$ cat src/dle_pkg.sv
// Shared types, codes and constants of the direct link establishment block.
package dle_pkg;

  // Configuration register indexes.
  typedef enum logic [2:0] {
    CFG_SELF_L2_ID    = 3'd0,
    CFG_PEER_L2_ID    = 3'd1,
    CFG_IS_INITIATING = 3'd2,
    CFG_IS_RELAY_CONN = 3'd3,
    CFG_RELAY_CODE    = 3'd4,
    CFG_SELF_IP       = 3'd5,
    CFG_RTX_MAX       = 3'd6,
    CFG_RETX_TICKS    = 3'd7
  } cfg_idx_t;

  // Input event kinds.
  typedef enum logic [2:0] {
    KIND_START  = 3'd0,
    KIND_RX_REQ = 3'd1,
    KIND_RX_ACC = 3'd2,
    KIND_RX_REJ = 3'd3,
    KIND_TICK   = 3'd4
  } kind_t;

  // Link states as reported in notices.
  typedef enum logic [2:0] {
    LS_INIT         = 3'd0,
    LS_ESTABLISHING = 3'd1,
    LS_ESTABLISHED  = 3'd2,
    LS_RELEASING    = 3'd3,
    LS_RELEASED     = 3'd4
  } link_state_t;

  // Record sequences handed from the front end to the back end.
  typedef enum logic [2:0] {
    ACT_START      = 3'd0,
    ACT_REQ_ACCEPT = 3'd1,
    ACT_REQ_REJECT = 3'd2,
    ACT_RESEND_ACC = 3'd3,
    ACT_ACC_OK     = 3'd4,
    ACT_REJ_OK     = 3'd5,
    ACT_RETX       = 3'd6,
    ACT_ERROR      = 3'd7
  } action_t;

  // Record kinds, message types, logical channels and relay roles.
  localparam logic [1:0] REC_SEND    = 2'd0;
  localparam logic [1:0] REC_NOTICE  = 2'd1;
  localparam logic [1:0] REC_ERROR   = 2'd2;
  localparam logic [1:0] MSG_REQ     = 2'd0;
  localparam logic [1:0] MSG_ACC     = 2'd1;
  localparam logic [1:0] MSG_REJ     = 2'd2;
  localparam logic [1:0] LC_REQ      = 2'd0;
  localparam logic [1:0] LC_RSP      = 2'd2;
  localparam logic [1:0] ROLE_NONE   = 2'd0;
  localparam logic [1:0] ROLE_REMOTE = 2'd1;
  localparam logic [1:0] ROLE_RELAY  = 2'd2;

  // Cause values.
  localparam logic [7:0] CAUSE_NONE       = 8'd0;
  localparam logic [7:0] CAUSE_RELAY_FAIL = 8'd1;
  localparam logic [7:0] CAUSE_STD_LOW    = 8'd1;
  localparam logic [7:0] CAUSE_STD_HIGH   = 8'd12;
  localparam logic [7:0] CAUSE_PROTOCOL   = 8'd111;

  // Register reset values.
  localparam logic [7:0]  RTX_MAX_RST    = 8'd3;
  localparam logic [31:0] RETX_TICKS_RST = 32'd8000;

  // Queue between front end and back end.
  localparam int unsigned QUEUE_DEPTH = 4;
  localparam int unsigned QPTR_W      = $clog2(QUEUE_DEPTH);
  localparam int unsigned QCNT_W      = $clog2(QUEUE_DEPTH + 1);

  typedef struct packed {
    logic [23:0] self_l2_id;
    logic [23:0] peer_l2_id;
    logic        is_initiating;
    logic        is_relay_conn;
    logic [23:0] relay_code;
    logic [31:0] self_ip;
    logic [7:0]  rtx_max;
    logic [31:0] retx_ticks;
  } cfg_t;

  typedef struct packed {
    action_t     action;
    link_state_t state;
    logic [31:0] peer_ip;
  } qentry_t;

  typedef struct packed {
    logic [1:0]  record_kind;
    logic [1:0]  msg_type;
    logic [23:0] dest_l2_id;
    logic [1:0]  lc_id;
    logic [23:0] src_l2_id;
    logic [23:0] relay_code_out;
    logic [7:0]  reject_cause;
    logic [31:0] ip_tag;
    logic [2:0]  link_state;
    logic [31:0] peer_ip_out;
    logic [1:0]  relay_role;
    logic        last;
  } rec_t;

endpackage

$ cat src/dle_front.sv
// Front end: accepts events, keeps link state and timer, queues record sequences.
module dle_front (
  input  logic                clk,
  input  logic                rst_n,
  input  dle_pkg::cfg_t       cfg,
  input  logic                in_valid,
  output logic                in_stall,
  input  logic [2:0]          in_kind,
  input  logic [23:0]         in_rx_relay_code,
  input  logic [31:0]         in_rx_peer_ip,
  input  logic [7:0]          in_rx_cause,
  input  logic                q_full,
  output logic                q_push,
  output dle_pkg::qentry_t    q_data
);

  dle_pkg::link_state_t state_r, state_nxt;
  logic [31:0] timer_count_r, timer_count_nxt;
  logic        timer_running_r, timer_running_nxt;
  logic [7:0]  retry_count_r, retry_count_nxt;
  logic [31:0] peer_ip_r, peer_ip_nxt;
  logic        accept;
  logic        req_ok;
  logic        cause_ok;

  assign in_stall = q_full;
  assign accept   = in_valid && !q_full;

  // Relay check on a received request and validity of a received reject cause.
  always_comb begin
    req_ok = 1'b1;
    if (cfg.is_relay_conn && (in_rx_relay_code != 24'd0)) begin
      req_ok = !cfg.is_initiating && (in_rx_relay_code == cfg.relay_code);
    end
    cause_ok = ((in_rx_cause >= dle_pkg::CAUSE_STD_LOW) &&
                (in_rx_cause <= dle_pkg::CAUSE_STD_HIGH)) ||
               (in_rx_cause == dle_pkg::CAUSE_PROTOCOL);
  end

  // Event classification and state update.
  always_comb begin
    state_nxt         = state_r;
    timer_count_nxt   = timer_count_r;
    timer_running_nxt = timer_running_r;
    retry_count_nxt   = retry_count_r;
    peer_ip_nxt       = peer_ip_r;
    q_push            = 1'b0;
    q_data.action     = dle_pkg::ACT_ERROR;
    q_data.state      = state_r;
    q_data.peer_ip    = peer_ip_r;
    if (accept) begin
      unique case (dle_pkg::kind_t'(in_kind))
        dle_pkg::KIND_START: begin
          q_push = 1'b1;
          if (state_r == dle_pkg::LS_INIT) begin
            q_data.action     = dle_pkg::ACT_START;
            timer_count_nxt   = cfg.retx_ticks;
            timer_running_nxt = 1'b1;
            state_nxt         = dle_pkg::LS_ESTABLISHING;
          end else begin
            q_data.action = dle_pkg::ACT_ERROR;
          end
        end
        dle_pkg::KIND_RX_REQ: begin
          priority if (state_r == dle_pkg::LS_INIT) begin
            q_push = 1'b1;
            if (req_ok) begin
              q_data.action  = dle_pkg::ACT_REQ_ACCEPT;
              q_data.peer_ip = in_rx_peer_ip;
              peer_ip_nxt    = in_rx_peer_ip;
              state_nxt      = dle_pkg::LS_ESTABLISHED;
            end else begin
              q_data.action = dle_pkg::ACT_REQ_REJECT;
              state_nxt     = dle_pkg::LS_RELEASED;
            end
          end else if (state_r == dle_pkg::LS_ESTABLISHING) begin
            q_push        = 1'b1;
            q_data.action = dle_pkg::ACT_ERROR;
          end else if (state_r == dle_pkg::LS_ESTABLISHED) begin
            q_push        = 1'b1;
            q_data.action = dle_pkg::ACT_RESEND_ACC;
          end else begin
            q_push = 1'b0;
          end
        end
        dle_pkg::KIND_RX_ACC: begin
          if (state_r == dle_pkg::LS_ESTABLISHING) begin
            q_push            = 1'b1;
            q_data.action     = dle_pkg::ACT_ACC_OK;
            q_data.peer_ip    = in_rx_peer_ip;
            peer_ip_nxt       = in_rx_peer_ip;
            timer_running_nxt = 1'b0;
            state_nxt         = dle_pkg::LS_ESTABLISHED;
          end
        end
        dle_pkg::KIND_RX_REJ: begin
          if (state_r == dle_pkg::LS_ESTABLISHING) begin
            q_push = 1'b1;
            if (cause_ok) begin
              q_data.action     = dle_pkg::ACT_REJ_OK;
              timer_running_nxt = 1'b0;
              state_nxt         = dle_pkg::LS_RELEASED;
            end else begin
              q_data.action = dle_pkg::ACT_ERROR;
            end
          end else if (state_r == dle_pkg::LS_ESTABLISHED) begin
            q_push        = 1'b1;
            q_data.action = dle_pkg::ACT_ERROR;
          end
        end
        dle_pkg::KIND_TICK: begin
          // A loaded count of zero or one expires on the next tick.
          if (timer_running_r) begin
            if (timer_count_r > 32'd1) begin
              timer_count_nxt = timer_count_r - 32'd1;
            end else begin
              timer_count_nxt = 32'd0;
              if ((state_r == dle_pkg::LS_ESTABLISHING) &&
                  (retry_count_r < cfg.rtx_max)) begin
                q_push          = 1'b1;
                q_data.action   = dle_pkg::ACT_RETX;
                retry_count_nxt = retry_count_r + 8'd1;
                timer_count_nxt = cfg.retx_ticks;
              end else begin
                timer_running_nxt = 1'b0;
              end
            end
          end
        end
        default: begin
        end
      endcase
    end
  end

  // Link state, timer and learned peer address.
  always_ff @(posedge clk) begin
    if (!rst_n) begin
      state_r         <= dle_pkg::LS_INIT;
      timer_count_r   <= 32'd0;
      timer_running_r <= 1'b0;
      retry_count_r   <= 8'd0;
      peer_ip_r       <= 32'd0;
    end else begin
      state_r         <= state_nxt;
      timer_count_r   <= timer_count_nxt;
      timer_running_r <= timer_running_nxt;
      retry_count_r   <= retry_count_nxt;
      peer_ip_r       <= peer_ip_nxt;
    end
  end

endmodule

$ cat src/dle_queue.sv
// Short queue of record sequences between the front end and the back end.
module dle_queue (
  input  logic             clk,
  input  logic             rst_n,
  input  logic             push,
  input  dle_pkg::qentry_t push_data,
  output logic             full,
  input  logic             pop,
  output logic             head_valid,
  output dle_pkg::qentry_t head_data
);

  dle_pkg::qentry_t                 mem_r [dle_pkg::QUEUE_DEPTH];
  logic [dle_pkg::QPTR_W-1:0]       wr_ptr_r, wr_ptr_nxt;
  logic [dle_pkg::QPTR_W-1:0]       rd_ptr_r, rd_ptr_nxt;
  logic [dle_pkg::QCNT_W-1:0]       count_r, count_nxt;
  logic                             do_push;
  logic                             do_pop;

  assign full       = (count_r == dle_pkg::QCNT_W'(dle_pkg::QUEUE_DEPTH));
  assign head_valid = (count_r != '0);
  assign head_data  = mem_r[rd_ptr_r];
  assign do_push    = push && !full;
  assign do_pop     = pop && head_valid;

  // Pointer and fill count update.
  always_comb begin
    wr_ptr_nxt = do_push ? wr_ptr_r + 1'b1 : wr_ptr_r;
    rd_ptr_nxt = do_pop ? rd_ptr_r + 1'b1 : rd_ptr_r;
    count_nxt  = count_r;
    if (do_push && !do_pop) begin
      count_nxt = count_r + 1'b1;
    end else if (do_pop && !do_push) begin
      count_nxt = count_r - 1'b1;
    end
  end

  always_ff @(posedge clk) begin
    if (!rst_n) begin
      wr_ptr_r <= '0;
      rd_ptr_r <= '0;
      count_r  <= '0;
    end else begin
      wr_ptr_r <= wr_ptr_nxt;
      rd_ptr_r <= rd_ptr_nxt;
      count_r  <= count_nxt;
    end
  end

  // Entry storage.
  always_ff @(posedge clk) begin
    if (do_push) begin
      mem_r[wr_ptr_r] <= push_data;
    end
  end

endmodule

$ cat src/dle_back.sv
// Back end: expands each queued sequence into records for the output register, one per cycle unless stalled.
module dle_back (
  input  logic             clk,
  input  logic             rst_n,
  input  dle_pkg::cfg_t    cfg,
  input  logic             q_valid,
  input  dle_pkg::qentry_t q_data,
  output logic             q_pop,
  output logic             out_valid,
  input  logic             out_stall,
  output dle_pkg::rec_t    out_rec
);

  typedef enum logic [2:0] {
    OP_SEND_REQ,
    OP_SEND_ACC,
    OP_SEND_REJ,
    OP_NOTICE,
    OP_ERROR
  } op_t;

  op_t                  op;
  dle_pkg::link_state_t note_state;
  logic                 seq_last;
  dle_pkg::rec_t        rec;
  logic                 load;
  logic [1:0]           idx_r, idx_nxt;
  logic                 out_valid_r, out_valid_nxt;
  dle_pkg::rec_t        out_rec_r;

  // Which record of the sequence comes next.
  always_comb begin
    op         = OP_ERROR;
    note_state = dle_pkg::LS_INIT;
    seq_last   = 1'b1;
    unique case (q_data.action)
      dle_pkg::ACT_START: begin
        seq_last = (idx_r == 2'd1);
        if (idx_r == 2'd0) begin
          op = OP_SEND_REQ;
        end else begin
          op         = OP_NOTICE;
          note_state = dle_pkg::LS_ESTABLISHING;
        end
      end
      dle_pkg::ACT_REQ_ACCEPT: begin
        seq_last = (idx_r == 2'd2);
        if (idx_r == 2'd0) begin
          op         = OP_NOTICE;
          note_state = dle_pkg::LS_ESTABLISHING;
        end else if (idx_r == 2'd1) begin
          op = OP_SEND_ACC;
        end else begin
          op         = OP_NOTICE;
          note_state = dle_pkg::LS_ESTABLISHED;
        end
      end
      dle_pkg::ACT_REQ_REJECT: begin
        seq_last = (idx_r == 2'd2);
        if (idx_r == 2'd0) begin
          op         = OP_NOTICE;
          note_state = dle_pkg::LS_ESTABLISHING;
        end else if (idx_r == 2'd1) begin
          op = OP_SEND_REJ;
        end else begin
          op         = OP_NOTICE;
          note_state = dle_pkg::LS_RELEASED;
        end
      end
      dle_pkg::ACT_RESEND_ACC: op = OP_SEND_ACC;
      dle_pkg::ACT_ACC_OK: begin
        op         = OP_NOTICE;
        note_state = dle_pkg::LS_ESTABLISHED;
      end
      dle_pkg::ACT_REJ_OK: begin
        op         = OP_NOTICE;
        note_state = dle_pkg::LS_RELEASED;
      end
      dle_pkg::ACT_RETX:  op = OP_SEND_REQ;
      dle_pkg::ACT_ERROR: op = OP_ERROR;
      default:            op = OP_ERROR;
    endcase
  end

  // Record fields for the chosen record.
  always_comb begin
    rec      = '0;
    rec.last = seq_last;
    unique case (op)
      OP_SEND_REQ: begin
        rec.record_kind = dle_pkg::REC_SEND;
        rec.msg_type    = dle_pkg::MSG_REQ;
        rec.dest_l2_id  = cfg.peer_l2_id;
        rec.lc_id       = dle_pkg::LC_REQ;
        rec.src_l2_id   = cfg.self_l2_id;
        rec.ip_tag      = cfg.self_ip;
        if (cfg.is_relay_conn && cfg.is_initiating) begin
          rec.relay_code_out = cfg.relay_code;
        end
      end
      OP_SEND_ACC: begin
        rec.record_kind = dle_pkg::REC_SEND;
        rec.msg_type    = dle_pkg::MSG_ACC;
        rec.dest_l2_id  = cfg.peer_l2_id;
        rec.lc_id       = dle_pkg::LC_RSP;
        rec.src_l2_id   = cfg.self_l2_id;
        rec.ip_tag      = cfg.self_ip;
      end
      OP_SEND_REJ: begin
        rec.record_kind  = dle_pkg::REC_SEND;
        rec.msg_type     = dle_pkg::MSG_REJ;
        rec.dest_l2_id   = cfg.peer_l2_id;
        rec.lc_id        = dle_pkg::LC_RSP;
        rec.reject_cause = dle_pkg::CAUSE_RELAY_FAIL;
      end
      OP_NOTICE: begin
        rec.record_kind = dle_pkg::REC_NOTICE;
        rec.dest_l2_id  = cfg.peer_l2_id;
        rec.link_state  = note_state;
        if (note_state == dle_pkg::LS_ESTABLISHED) begin
          rec.peer_ip_out = q_data.peer_ip;
          if (cfg.is_relay_conn) begin
            rec.relay_code_out = cfg.relay_code;
            rec.relay_role     = cfg.is_initiating ? dle_pkg::ROLE_REMOTE
                                                   : dle_pkg::ROLE_RELAY;
          end
        end
      end
      OP_ERROR: begin
        rec.record_kind = dle_pkg::REC_ERROR;
        rec.link_state  = q_data.state;
      end
      default: begin
        rec.record_kind = dle_pkg::REC_ERROR;
      end
    endcase
  end

  // Output register handshake and record index.
  always_comb begin
    load    = q_valid && (!out_valid_r || !out_stall);
    q_pop   = load && seq_last;
    idx_nxt = idx_r;
    if (load) begin
      idx_nxt = seq_last ? 2'd0 : idx_r + 2'd1;
    end
    out_valid_nxt = out_valid_r;
    if (load) begin
      out_valid_nxt = 1'b1;
    end else if (!out_stall) begin
      out_valid_nxt = 1'b0;
    end
  end

  always_ff @(posedge clk) begin
    if (!rst_n) begin
      idx_r       <= 2'd0;
      out_valid_r <= 1'b0;
    end else begin
      idx_r       <= idx_nxt;
      out_valid_r <= out_valid_nxt;
    end
  end

  always_ff @(posedge clk) begin
    if (load) begin
      out_rec_r <= rec;
    end
  end

  assign out_valid = out_valid_r;
  assign out_rec   = out_rec_r;

endmodule

$ cat src/direct_link_establishment_fsm.sv
// Direct link establishment block for one sidelink unicast link: an event is accepted in
// every cycle while the four-entry queue between front end and back end has room, and the
// link state, timer and retry count are updated in the cycle of acceptance. Each event
// yields zero to three result records; the back end drives one record per cycle into the
// output register while the output is not stalled, one at a time from the single record
// builder. A record flagged last closes the records of one event. Configuration writes
// take effect the next cycle.
module direct_link_establishment_fsm (
  input  logic        clk,
  input  logic        rst_n,
  // Configuration port.
  input  logic        cfg_wr_en,
  input  logic [2:0]  cfg_index,
  input  logic [31:0] cfg_wdata,
  // Event input channel.
  input  logic        in_valid,
  output logic        in_stall,
  input  logic [2:0]  in_kind,
  input  logic [23:0] in_rx_relay_code,
  input  logic [31:0] in_rx_peer_ip,
  input  logic [7:0]  in_rx_cause,
  // Record output channel.
  output logic        out_valid,
  input  logic        out_stall,
  output logic [1:0]  out_record_kind,
  output logic [1:0]  out_msg_type,
  output logic [23:0] out_dest_l2_id,
  output logic [1:0]  out_lc_id,
  output logic [23:0] out_src_l2_id,
  output logic [23:0] out_relay_code_out,
  output logic [7:0]  out_reject_cause,
  output logic [31:0] out_ip_tag,
  output logic [2:0]  out_link_state,
  output logic [31:0] out_peer_ip_out,
  output logic [1:0]  out_relay_role,
  output logic        out_last
);

  dle_pkg::cfg_t    cfg_r, cfg_nxt;
  logic             q_full;
  logic             q_push;
  logic             q_pop;
  logic             q_valid;
  dle_pkg::qentry_t q_wdata;
  dle_pkg::qentry_t q_head;
  dle_pkg::rec_t    rec;

  // Configuration register writes.
  always_comb begin
    cfg_nxt = cfg_r;
    if (cfg_wr_en) begin
      unique case (dle_pkg::cfg_idx_t'(cfg_index))
        dle_pkg::CFG_SELF_L2_ID:    cfg_nxt.self_l2_id    = cfg_wdata[23:0];
        dle_pkg::CFG_PEER_L2_ID:    cfg_nxt.peer_l2_id    = cfg_wdata[23:0];
        dle_pkg::CFG_IS_INITIATING: cfg_nxt.is_initiating = cfg_wdata[0];
        dle_pkg::CFG_IS_RELAY_CONN: cfg_nxt.is_relay_conn = cfg_wdata[0];
        dle_pkg::CFG_RELAY_CODE:    cfg_nxt.relay_code    = cfg_wdata[23:0];
        dle_pkg::CFG_SELF_IP:       cfg_nxt.self_ip       = cfg_wdata;
        dle_pkg::CFG_RTX_MAX:       cfg_nxt.rtx_max       = cfg_wdata[7:0];
        dle_pkg::CFG_RETX_TICKS:    cfg_nxt.retx_ticks    = cfg_wdata;
        default: begin
        end
      endcase
    end
  end

  always_ff @(posedge clk) begin
    if (!rst_n) begin
      cfg_r <= '{self_l2_id: 24'd0, peer_l2_id: 24'd0, is_initiating: 1'b0,
                 is_relay_conn: 1'b0, relay_code: 24'd0, self_ip: 32'd0,
                 rtx_max: dle_pkg::RTX_MAX_RST, retx_ticks: dle_pkg::RETX_TICKS_RST};
    end else begin
      cfg_r <= cfg_nxt;
    end
  end

  dle_front u_front (
    .clk              (clk),
    .rst_n            (rst_n),
    .cfg              (cfg_r),
    .in_valid         (in_valid),
    .in_stall         (in_stall),
    .in_kind          (in_kind),
    .in_rx_relay_code (in_rx_relay_code),
    .in_rx_peer_ip    (in_rx_peer_ip),
    .in_rx_cause      (in_rx_cause),
    .q_full           (q_full),
    .q_push           (q_push),
    .q_data           (q_wdata)
  );

  dle_queue u_queue (
    .clk        (clk),
    .rst_n      (rst_n),
    .push       (q_push),
    .push_data  (q_wdata),
    .full       (q_full),
    .pop        (q_pop),
    .head_valid (q_valid),
    .head_data  (q_head)
  );

  dle_back u_back (
    .clk       (clk),
    .rst_n     (rst_n),
    .cfg       (cfg_r),
    .q_valid   (q_valid),
    .q_data    (q_head),
    .q_pop     (q_pop),
    .out_valid (out_valid),
    .out_stall (out_stall),
    .out_rec   (rec)
  );

  // Record fields onto the output ports.
  assign out_record_kind    = rec.record_kind;
  assign out_msg_type       = rec.msg_type;
  assign out_dest_l2_id     = rec.dest_l2_id;
  assign out_lc_id          = rec.lc_id;
  assign out_src_l2_id      = rec.src_l2_id;
  assign out_relay_code_out = rec.relay_code_out;
  assign out_reject_cause   = rec.reject_cause;
  assign out_ip_tag         = rec.ip_tag;
  assign out_link_state     = rec.link_state;
  assign out_peer_ip_out    = rec.peer_ip_out;
  assign out_relay_role     = rec.relay_role;
  assign out_last           = rec.last;

endmodule
$ cat config.mk
export PLATFORM = sky130hd
export DESIGN_NAME = direct_link_establishment_fsm
export DESIGN_NICKNAME = d
export VERILOG_FILES = /design/src/dle_pkg.sv /design/src/dle_front.sv /design/src/dle_queue.sv /design/src/dle_back.sv /design/src/direct_link_establishment_fsm.sv
export SDC_FILE = /design/constraint.sdc
export NUM_CORES = 1
export LEC_CHECK = 0
export ABC_AREA = 1
export BUFFER_PORTS_ARGS = -buffer_cell sky130_fd_sc_hd__buf_4
export CAP_MARGIN = 10
export CORE_MARGIN = 4
export CORE_UTILIZATION = 25
export CTS_CLUSTER_SIZE = 30
export DETAILED_ROUTE_END_ITERATION = 6
export PLACE_DENSITY_LB_ADDON = 0.2
export SETUP_SLACK_MARGIN = 0.3
export SLEW_MARGIN = 40
export SYNTH_ARGS = -nofsm -noshare
export SYNTH_HDL_FRONTEND = slang
export SYNTH_SLANG_ARGS = --single-unit
export TNS_END_PERCENT = 10
$ cat constraint.sdc
create_clock -name clk -period 14.5 [get_ports clk]
set_clock_uncertainty 0.1 [all_clocks]
set_input_delay 0.725 -clock clk [delete_from_list [all_inputs] [get_ports clk]]
set_output_delay 0.725 -clock clk [all_outputs]
set_load 0.005 [all_outputs]
## Word-level counts from Yosys, hierarchy flattened

Memory sizes are Yosys's and may differ from the RTL's. A register that Yosys moved wholly into a read port is not among the register bits.
Cells that the tools add are included.

| word-level totals | value |
|---|---|
| memories kept | 1 |
| bits in registers | 388 |
| output and inout port bits | 158 |
| logic and storage cells | 211 |
| memory bits (read-only) | 0 |
| memory bits (writable) | 152 |
| bits in latches | 0 |

Memories:

| name | depth | width | read ports | clocked after Yosys merged registers in | wr ports | line | text |
|---|---|---|---|---|---|---|---|
| u_queue.mem_r | 4 | 38 | 1 | 1 | 1 | dle_queue.sv:13 | `dle_pkg::qentry_t mem_r [dle_pkg::QUEUE_DEPTH];` |

| operators by class | value |
|---|---|
| eq/ne operators | 37 |
| shifts and indexed selects | 0 |
| bitwise logic cells | 1 |
| divide/modulo/power cells | 0 |
| add/subtract/negate cells | 7 |
| muxes and demuxes | 79 |
| magnitude comparators | 4 |
| reductions and logical operators | 52 |
| multipliers | 0 |

Operators by type and width:

| kind | number |
|---|---|
| two-way mux 32 bit | 8 |
| one-hot mux 32 bit (2 select lines) | 2 |
| two-way mux 24 bit | 3 |
| two-way mux 3 bit | 20 |
| one-hot mux 24 bit (2 select lines) | 1 |
| == test 3 bit (second input constant) | 11 |
| greater-than comparator 32 x 1 -> 1 bit (second input constant) | 1 |
| subtractor 32 x 1 -> 32 bit (second input constant) | 1 |
| == test 3 x 2 -> 1 bit (second input constant) | 10 |
| one-hot mux 3 bit (5 select lines) | 2 |
| == test 24 bit | 1 |
| two-way mux 2 bit | 12 |
| nonzero test 24 bit | 1 |
| two-way mux 1 bit | 23 |
| one-hot mux 3 bit (7 select lines) | 1 |
| AND reduction 2 bit | 9 |
| == test 3 x 1 -> 1 bit (second input constant) | 5 |
| zero test 3 bit | 5 |
| != test 2 x 1 -> 1 bit (second input constant) | 7 |
| logical AND 1 bit | 12 |
| one-hot mux 3 bit (4 select lines) | 1 |
| adder 8 x 1 -> 8 bit (second input constant) | 1 |
| == test 8 x 7 -> 1 bit (second input constant) | 1 |
| greater-or-equal comparator 8 x 1 -> 1 bit (second input constant) | 1 |
| other kinds (27) | 41 |

## Logic depth before layout (Yosys ltp)

Gate-level depths: netlist of run 1.

| depth | value |
|---|---|
| word-level depth | 12 |
| mapped depth | 19 |
| gate-level depth less buffers | 19 |

## Hierarchy

Synthesis of run 1 repeated with hierarchy kept, for this count alone.

| unflattened totals | value |
|---|---|
| cell total of the unflattened synthesis | 3016 |
| area, all modules | 24882.6 um^2 |

Modules (own cells, without submodules):

| module | cells an instance | area each (um^2) | instances |
|---|---|---|---|
| dle_back | 600 | 6562.5 | 1 |
| dle_front | 1148 | 6421.2 | 1 |
| dle_queue | 437 | 6123.4 | 1 |
| direct_link_establishment_fsm | 831 | 5775.5 | 1 |

## Worst setup path after synthesis of run 1

No wires, ideal clock.

| timing path | value |
|---|---|
| path kind | input to register |
| start | input out_stall |
| end | register u_queue.count_r[1] (netlist bit) |
| slack | 8914 ps |
| buffers on the path | 0 |
| stages | 9 |
| data arrival time | 5370 ps |
| library setup time | 116 ps |
| cell sequence | nand2_1 > o21ai_0 > inv_1 > nand2_1 > ha_1 > inv_1 > fa_1 > o21ai_0 > nor2_1 |

| between the ends | value |
|---|---|
| longest elaborated chain between the ends | 8 |
| elaborated cells on any way between the ends | 10 |

Ends and longest elaborated chain:

| element | line | text |
|---|---|---|
| start: declaration | direct_link_establishment_fsm.sv:24 | `input logic out_stall,` |
| zero test 1 bit | dle_back.sv:141 | `load = q_valid && (!out_valid_r \|\| !out_stall);` |
| logical OR 1 bit | dle_back.sv:141 |  |
| logical AND 1 bit | dle_back.sv:141 |  |
| via u_back.load | dle_back.sv:26 | `logic load;` |
| logical AND 1 bit | dle_back.sv:142 | `q_pop = load && seq_last;` |
| logical AND 1 bit | dle_queue.sv:24 | `assign do_pop = pop && head_valid;` |
| zero test 1 bit | dle_queue.sv:31 | `if (do_push && !do_pop) begin` |
| logical AND 1 bit | dle_queue.sv:31 |  |
| two-way mux 3 bit | dle_queue.sv:31 |  |
| via u_queue.count_nxt (one bit) | dle_queue.sv:16 | `logic [dle_pkg::QCNT_W-1:0] count_r, count_nxt;` |
| end signal: assignment | dle_queue.sv:46 | `count_r <= count_nxt;` |
| end: declaration | dle_queue.sv:16 |  |

The timed path passes the listed nets, and every way through them passes these cells.
A chain may end at the register's enable or synchronous reset.

==> results.toml, run 1 <==
[detailed_routing]
drt.antenna.violating_nets = 0
remaining_drc_errors = 0
drt_first_iter_violations = 1386
drt_pre_antenna_iters = 5
detailroute.via_count = 18260
post_drt_via_cell_ratio = 4.404
finalWirelength_microns = 74280
avgRoutedWirePerCell_microns = 17.92

[critical_path]
ff2ff_setup_slack_ns = 10.44
critical_path.cell_chain = "buf_6 -> inv_2 -> buf_4 -> o21ai_1 -> nand2_1 -> inv_2 -> nor2_1 -> inv_2 -> nand2_1 -> nor2_2 -> clkinv_2 -> a221oi_1"
critical_path_most_common_cell = "inv_2"
reg2reg_depth = 12
critical_path.reg2reg.endpoint = "u_back.out_rec[23]$_SDFFCE_PN0P_"
critPathArrivalTime_ns = 4.33
critical_path.endpoint_type = "flip-flop"
cpMaxStageDelayCell = "a221oi_1"
worstSetupPathType = "reg2reg"
worstPathMaxFanout = 77
worst_setup_path_start_kind = "flip-flop"
delay_of_the_slowest_cell_on_the_worst_path_ns = 0.68
worstPathRequired_ns = 14.77

[power_and_ir_drop]
max-vdd-ir-drop_uv = 120.1
powerDensity_nw_per_um2 = 173.0
leakagePower_nw = 12.00

[global_routing]
grt_pass1_vias = 17800
overflow = 0
grt_antenna_before_repair = 8
grt.total_usage_pct = 14.63
grt_pass1_wl_microns = 111300
grt_start_max_net_pins = 78

[synth]
syn_inst = 2635
syn-mean-instance-area_sq_um = 8.883
synth_seq_area_share_pct = 58.50
fraction_of_synthesis_flops_using_an_asynchronous_set_or_reset_pin_pct = 0
synth_warnings = 0
synth-seq-cells = 534
netlist_area_sq_um = 23410
postSynth.topFlopCell = "edfxtp_1"
synth.lib_cells_used.distinct = 52
synth-edff-count = 300

[floorplanning]
die_w_microns = 314.0
die_area_sq_um = 98590
placement_rows = 111
starting_utilization_of_the_core_area_pct = 25.38
floorplan.die.height_microns = 314.0
ios = 265
core_sq_um = 92220

[clocking]
cts_max_path_buffers = 3
cts_hold_repair.buffers = 0
post_cts_resized = 0
worst_skew_pair.late_latency_ns = 0.64
cts_made_buffers = 60
cts_htree_levels = 2
clock_sink_count = 534
clkTransAtPathRegs_ns = 0.06
cts_setup_buffers = 0
clk_root_buffer_cell = "clkbuf_16"
tritoncts = "done"

[final_layout]
layout.core_utilization_pct = 30.87
layoutNonFillerInstCount = 4145
most-common-layout-cells = "nand2_1, nor2_1, edfxtp_1"
area_growth_pct = 21.61
fillerInstances = 9829
layout_cells_sized_above_1_pct = 17.81
most_frequent_standard_cell_in_the_layout_excluding_fill_and_tap_cells = "nand2_1"
layout.nets = 2972

[timing]
final_period_minus_worst_setup_slack_ns = 4.061
worst_slew_pin_slew_ns = 0.8081
clock.fmax_mhz = 246.2
drv_slew = 0
setup_viol = 0
timing.slew.headroom_pct = 46.05
report.final.hold_viol_count = 0
grt_setup_unrepaired = "no"
final.setup.tns_ns = 0
fin_crit_sh_pct = 28.01

[place]
place_congestion = 0.7877
place_inst = 4027
buffer_ports.inserted = 256
dp_hpwl_microns = 47290

[run]
cap_violations = 0

[hold_path]
timing.hold.worst_endpoint = "cfg_r[24]$_SDFFE_PN0P_"
type_of_the_worst_min_delay_path = "in2reg"
whs_path_depth = 3
holdCritStartpoint = "cfg_wdata[24]"

[outcome]
result_of_the_run = "finished, final reports clean"
==> critical path, delay by kind of cell, from the launching register on <==
| kind | cells | cell delay [ns] |
|---|---|---|
| flip-flops | 1 | 0.32 |
| AND/OR/NAND/NOR | 4 | 0.44 |
| buffers and inverters | 6 | 1.94 |
| AO/OA/AOI/OAI | 2 | 0.91 |
==> cell usage after synthesis (2+ instances only) <==
master	count	area share, %
a21oi_1	209	4.5
o22ai_1	6	0.16
nand4_1	17	0.45
buf_4	12	0.38
clkbuf_1	100	1.6
nand2_2	44	1.2
edfxtp_1	300	38
buf_12	3	0.26
buf_1	5	0.080
nor2_1	383	6.1
inv_1	224	3.6
nand3_2	2	0.086
dfxtp_1	234	20
a221oi_1	33	1.2
o31ai_1	2	0.064
nand2_4	5	0.24
o211ai_1	4	0.13
xor2_1	12	0.45
nand2_1	512	8.2
or2_2	3	0.080
o21ai_1	6	0.13
nand3_1	118	2.5
buf_2	14	0.30
a211oi_1	2	0.064
o21ai_2	3	0.11
nor3_1	8	0.17
nor2_2	8	0.21
buf_6	5	0.24
xnor2_1	18	0.67
a31oi_1	13	0.35
inv_2	53	0.85
ha_1	18	0.96
nor4_1	2	0.053
o21ai_0	234	5.0
a21o_1	3	0.096
nor2_4	4	0.19
==> metrics by stage <==
stage	cell area [sq um]	setup slack, ns	hold slack [ns]	total power [mW]
floorplan	23430	8.914	0.3292	2.824
global placement	26470	10.23	0.3430	3.479
detailed placement	26490	10.38	0.3500	3.477
CTS	28450	10.35	0.2024	5.028
global route	28450	10.08	0.2231	5.211
finish	28460	10.44	0.2437	4.926
==> registers in the layout, summed over array words and instances (netlist names), named ones only <==
| signal | flops |
|---|---|
| u_back.out_rec | 148 |
| u_front.peer_ip_r | 32 |
| u_back.idx_r | 2 |
| cfg_r | 146 |
| u_front.state_r | 3 |
| u_queue.count_r | 3 |
| u_front.timer_running_r | 1 |
| u_back.out_valid | 1 |
| u_front.retry_count_r | 8 |
| u_front.timer_count_r | 32 |
| u_queue.wr_ptr_r | 2 |
| u_queue.rd_ptr_r | 2 |
| u_queue.mem_r | 152 |
==> report_power, final <==
| part | total, mW | switching (mW) | leakage, nW | internal [mW] |
|---|---|---|---|---|
| clock | 1.52 | 0.658 | 0.954 | 0.865 |
| combinational | 1.33 | 0.869 | 6.25 | 0.462 |
| sequential | 2.07 | 0.121 | 4.80 | 1.95 |
==> kinds of logic after synthesis <==
kind of cell    Yosys count  synth area share [%]
fa+ha+maj                19                 1.048
xor+xnor                 30                 1.123
buf+inv                 419                 7.414
simple gates           1112                 19.87
compound gates          520                 12.03
other cells               1               0.01602
flops                   534                 58.50
==> final cells by class <==
cell class	count	area (sq um)	share of cell area [%]
sequential	534	13690	48.11
inverter	279	1062	3.732
clock buffer	88	1687	5.925
antenna	4	10.01	0.03516
timing repair buffer	282	2128	7.477
tap	1243	1555	5.464
multi-input combinational	1689	8060	28.32
clock inverter	26	267.8	0.9407
==> metal layers <==
layer | GRT usage (%) | share of wire, %
met1 | 19.20 | 45
met2 | 23.97 | 46
met3 | 4.325 | 6.9
met4 | 3.095 | 1.7
met5 | 0 | 0.057
==> worst max-delay path by stage <==
| stage | endpoint | slack [ns] | cells after the start |
|---|---|---|---|
| floorplan | u_queue.count_r[1]$_SDFFE_PN0P_ | 8.91 | 9 |
| global placement | u_back.out_rec[50]$_SDFFCE_PN0P_ | 10.23 | 15 |
| detailed placement | u_back.out_rec[40]$_SDFFCE_PN0P_ | 10.38 | 15 |
| CTS | u_back.out_rec[60]$_SDFFCE_PN0P_ | 10.35 | 15 |
| global route | u_queue.count_r[2]$_SDFFE_PN0P_ | 10.08 | 18 |
| finish | u_back.out_rec[23]$_SDFFCE_PN0P_ | 10.44 | 12 |
(Power assumes the default switching activity.)
==> inputs of run 2 (changes only) <==
clock period = 3.3 ns   (was 14.5 ns; I/O delays follow)
==> run 2 against run 1 <==
Combinational power grew to 4.7 times the previous value. Non-clock buffer count up 110. Design area up 5.2%. Total power grew to 4.6 times the previous value. Wire length up 1.2%. Die area unchanged. Sequential power rose to 4.4 times the previous value. Worst setup slack lost 9.9 ns. Sequential cell count unchanged. Highest routed layer unchanged.
==> results.toml, run 2 (synthesized netlist as in run 1, its figures left out) <==
[place]
place_congestion = 0.7809
placement.cell_area_sq_um = 26900
buffer_ports.inserted = 256
post-place-ws_ns = 0.3256
dp_hpwl_microns = 49030

[final_layout]
largest_register = "u_queue.mem_r"
most-common-layout-cells = "nand2_1, nor2_1, buf_4"
most_frequent_standard_cell_in_the_layout_excluding_fill_and_tap_cells = "nand2_1"
layout_cells_sized_above_1_pct = 18.81
largest_register_ff_count = 152
layout.nets = 3090
area_growth_pct = 27.97
fillerInstances = 9724
finalInstanceArea_sq_um = 29960

[timing]
clock.fmax_mhz = 356.2
drv_slew = 0
fin_crit_sh_pct = 85.08
hold-worst-slack_ns = 0.06085
setup_viol = 0
worst_slew_pin_slew_ns = 0.8191
final_period_minus_worst_setup_slack_ns = 2.808
report.final.hold_viol_count = 0
grt_setup_unrepaired = "yes"
fin_ws_ns = 0.4924
timing.slew.headroom_pct = 45.33

[detailed_routing]
detailroute.via_count = 18850
post_drt_via_cell_ratio = 4.418
avgRoutedWirePerCell_microns = 17.61
finalWirelength_microns = 75160
remaining_drc_errors = 0
drt_pre_antenna_iters = 5
drt.antenna.violating_nets = 0
drt_first_iter_violations = 1221

[clocking]
cts_max_path_buffers = 3
cts_htree_levels = 3
clk_root_buffer_cell = "clkbuf_16"
cts_made_buffers = 68
clock_sink_count = 534
worst_skew_pair.late_latency_ns = 0.62
tritoncts = "done"
clkTransAtPathRegs_ns = 0.06

[power_and_ir_drop]
leakagePower_nw = 12.66
powerDensity_nw_per_um2 = 759.4
max-vdd-ir-drop_uv = 582.3

[critical_path]
critical_path.endpoint_type = "flip-flop"
worstPathRequired_ns = 3.74
worstPathMaxFanout = 7
worstSetupPathType = "in2reg"
critPathArrivalTime_ns = 3.25
worst_setup_path_start_kind = "input pin"

[global_routing]
grt_pass1_wl_microns = 112600
grt_pass1_vias = 18250
overflow = 0
grt_start_max_net_pins = 103
grt_antenna_before_repair = 10
grt.total_usage_pct = 14.85

[floorplanning]
floorplan.die.height_microns = 314.0
core_sq_um = 92220
placement_rows = 111
ios = 265
die_w_microns = 314.0
die_area_sq_um = 98590
starting_utilization_of_the_core_area_pct = 25.38

[hold_path]
type_of_the_worst_min_delay_path = "in2reg"

[outcome]
result_of_the_run = "finished, final reports clean"

[run]
cap_violations = 0
-- run 2: timing repair --
item | 4_1_cts | 5_1_grt
buffers inserted | 0 | 0
gates resized for setup | 1 | 11
hold buffers | 78 | 0
endpoints found under the hold margin | 298 | 0
setup endpoints to repair | 1 | 3
pin swaps | 0 | 2
-- run 2: area by class of cell --
type                            count  area (sq um)  area share [%]
Sequential cell                   534         13700           45.72
Multi-Input combinational cell   1689          8125           27.12
Timing Repair Buffer              392          3303           11.03
Clock buffer                      101          1927           6.432
Tap cell                         1243          1555           5.192
Inverter                          279          1054           3.517
Clock inverter                     25         285.3          0.9523
Antenna cell                        4         10.01         0.03342
-- run 2: critical path, cell delays in order --
cell and delay (ns):
dlygate4sd3_1 0.60, buf_4 0.19, inv_2 0.09, nand2_1 0.15
nor2_1 0.54, o211ai_1 0.40, nand4_1 0.28, o21ai_0 0.13
a21oi_1 0.14, dlygate4sd3_1 0.56
-- run 2: final timing paths --
path	startpoint	end	slack, ns	depth (start not counted)
max reg2reg	u_front.timer_count_r[0]$_SDFFE_PN0P_	u_queue.count_r[2]$_SDFFE_PN0P_	0.49	19
max	in_kind[2]	u_front.state_r[0]$_SDFFE_PN0P_	0.49	10
min reg2reg	cfg_r[17]$_SDFFE_PN0P_	u_front.timer_count_r[17]$_SDFFE_PN0P_	0.36	2
min	in_valid	u_front.retry_count_r[2]$_SDFFE_PN0P_	0.06	5
-- run 2: metal layers --
layer / global-route usage (%) / up-vias / routed length [microns]
met1: 19.73 / 8899 / 34050
met2: 24.28 / 447 / 34590
met4: 3.743 / 12 / 1664
met3: 3.673 / 111 / 4758
li1: - / 9381 / -
met5: 0 / - / 98
-- run 2: stage by stage --
stage	setup TNS, ns	cells	total power [mW]	util, %
2_1_floorplan	-117.54	2642	12.40	-
3_5_place_dp	0	4059	15.59	29.17
5_1_grt	0	4264	24.05	32.47
4_1_cts	0	4263	23.21	32.42
6_report	0	4267	22.75	32.48
3_3_place_gp	0	4057	15.56	29.11
-- run 2: report_power, final --
| part | switching, mW | internal, mW |
|---|---|---|
| registers | 0.518 | 8.57 |
| logic | 3.91 | 2.39 |
| clock network | 3.03 | 4.33 |
| total | 7.46 | 15.3 |
==> inputs of run 3 (changes only) <==
RECOVER_POWER = 100   (was not set)
==> run 3 against run 2 <==
Utilization down 0.53 points. Count of clock-buffer cells in the layout unchanged. Non-clock buffer count unchanged. Critical path depth down 4. Sequential cell count unchanged. Sequential share of layout area up 0.76 points. Cell count unchanged. Highest routed layer unchanged. Worst setup slack worse by 0.16 ns. Clock power about the same. Design area down 1.6%. Critical endpoint is now u_back.out_rec[55]$_SDFFCE_PN0P_.
==> results.toml, run 3 (synthesized netlist as in run 1, its figures left out) <==
[clocking]
cts_setup_buffers = 0
tritoncts = "done"
clkTransAtPathRegs_ns = 0.06
cts_max_path_buffers = 3
clock_sink_count = 534
cts_made_buffers = 68
worst_skew_pair.late_latency_ns = 0.63
cts_htree_levels = 3
clk_root_buffer_cell = "clkbuf_16"

[final_layout]
most_frequent_standard_cell_in_the_layout_excluding_fill_and_tap_cells = "nand2_1"
layout_cells_sized_above_1_pct = 14.44
multi_input_comb_area_sq_um = 7989
area_growth_pct = 25.88
largest_register_ff_count = 152
most-common-layout-cells = "nand2_1, nor2_1, edfxtp_1"
fillerInstances = 9814
seq_area_sq_um = 13700
largest_register = "u_queue.mem_r"
layout.nets = 3090

[power_and_ir_drop]
total_power_mw = 22.17
internal_power_mw = 14.85
p_comb_share_pct = 25.9
powerDensity_nw_per_um2 = 752.5
clockPowerShare_pct = 33.2
power_switching_share_pct = 33.04
max-vdd-ir-drop_uv = 534.7
p_sw_mw = 7.325
leakagePower_nw = 12.29
sequentialPowerShare_pct = 40.9

[critical_path]
worst_setup_path_start_kind = "flip-flop"
critical_path_most_common_cell = "buf_16"
worstSetupPathType = "reg2reg"
critical-path-top-delay-family = "buffers and inverters"
worstPathMaxFanout = 74
critical_path.endpoint_type = "flip-flop"
critical_path.cell_chain = "nand2_1 -> o21ai_4 -> clkinvlp_2 -> clkbuf_1 -> buf_16 -> buf_16"
delay_of_the_slowest_cell_on_the_worst_path_ns = 0.72
critPathArrivalTime_ns = 3.13
crit-reg2reg-launch = "u_back.out_valid$_SDFFE_PN0P_"
timing.critical_path.buf_inv = 4
cp-startpoint = "u_back.out_valid$_SDFFE_PN0P_"
worstPathRequired_ns = 3.46
cpMaxStageDelayCell = "clkbuf_1"

[place]
buffer_ports.inserted = 256
post-place-ws_ns = 0.3256
place_congestion = 0.7809
dp_hpwl_microns = 49030

[floorplanning]
die_area_sq_um = 98590
placement_rows = 111
starting_utilization_of_the_core_area_pct = 25.38
core_sq_um = 92220
ios = 265
die_w_microns = 314.0
floorplan.die.height_microns = 314.0

[timing]
fin_crit_sh_pct = 89.98
grt_setup_unrepaired = "yes"
timing.slew.headroom_pct = 6.245
hold-worst-slack_ns = 0.07517
final_period_minus_worst_setup_slack_ns = 2.969
fin_ws_ns = 0.3308
drv_slew = 0
report.final.hold_viol_count = 0
clock.fmax_mhz = 336.8
worst_slew_pin_slew_ns = 1.406
setup_viol = 0

[detailed_routing]
post_drt_via_cell_ratio = 4.398
drt_pre_antenna_iters = 5
finalWirelength_microns = 75010
remaining_drc_errors = 0
drt.antenna.violating_nets = 0
avgRoutedWirePerCell_microns = 17.58
drt_first_iter_violations = 1178
detailroute.via_count = 18770

[outcome]
result_of_the_run = "finished, final reports clean"

[global_routing]
grt_antenna_before_repair = 10
grt.total_usage_pct = 14.85
overflow = 0
grt_pass1_wl_microns = 112600
grt_pass1_vias = 18250
grt_start_max_net_pins = 103

[hold_path]
type_of_the_worst_min_delay_path = "in2reg"
holdCritStartpoint = "in_valid"

[run]
cap_violations = 0
==> run 3: cell types whose count changed in the layout (fill, tap and decap cells not counted), sizes merged <==
cell,delta
clkinv,+4
inv,-4
clkbuf,+166
buf,-166
==> run 3: power by group through the flow <==
stage | Clock (mW) | Sequential (mW) | Combinational (mW)
after floorplan | 0 | 9.23 | 3.17
after global placement | 0 | 9.28 | 6.29
after detailed placement | 0 | 9.20 | 6.39
after CTS | 7.61 | 9.11 | 6.49
after global routing | 7.88 | 9.17 | 6.41
final | 7.36 | 9.06 | 5.75
==> run 3: final cells by class <==
class | count | share of cell area (%)
Sequential cell | 534 | 46.48
Antenna cell | 4 | 0.03397
Tap cell | 1243 | 5.278
Clock buffer | 101 | 6.540
Inverter | 279 | 3.567
Timing Repair Buffer | 392 | 10.02
Multi-Input combinational cell | 1689 | 27.11
Clock inverter | 25 | 0.9682
==> run 3: path summary, 6_finish.rpt <==
kind / endpoint / slack (ns) / depth (start not counted)
worst max-delay path: u_back.out_rec[55]$_SDFFCE_PN0P_ / 0.33 / 6
worst min-delay path: u_front.retry_count_r[2]$_SDFFE_PN0P_ / 0.08 / 5
worst max register to register: u_back.out_rec[55]$_SDFFCE_PN0P_ / 0.33 / 6
worst min register to register: u_front.timer_count_r[17]$_SDFFE_PN0P_ / 0.36 / 2
==> run 3: worst register-to-register path: stages (launching register included) <==
cell	delay, ns
dfxtp_1	0.36
nand2_1	0.26
o21ai_4	0.15
clkinvlp_2	0.11
clkbuf_1	0.72
buf_16	0.44
buf_16	0.40
==> run 3: metrics by stage <==
stage	setup TNS, ns	std cells	cell area, sq um	util, %
2_1_floorplan	-117.54	2642	23460	-
3_3_place_gp	0	4057	26840	29.11
3_5_place_dp	0	4059	26900	29.17
4_1_cts	0	4263	29900	32.42
5_1_grt	0	4264	29460	31.94
6_report	0	4267	29460	31.95
==> run 3: metal layers <==
| layer | vias to the layer above | wire length [microns] | global-route usage (%) |
|---|---|---|---|
| met2 | 435 | 34420 | 24.28 |
| li1 | 9378 | - | - |
| met3 | 115 | 4628 | 3.673 |
| met4 | 12 | 1675 | 3.743 |
| met5 | - | 98 | 0 |
| met1 | 8826 | 34190 | 19.73 |
==> run 3: timing repair <==
item / 4_1_cts / 5_1_grt
hold buffers: 78 / 0
endpoints found under the hold margin: 298 / 0
pin swaps: 0 / 2
endpoints found under the setup margin: 1 / 3
resized for setup: 1 / 11
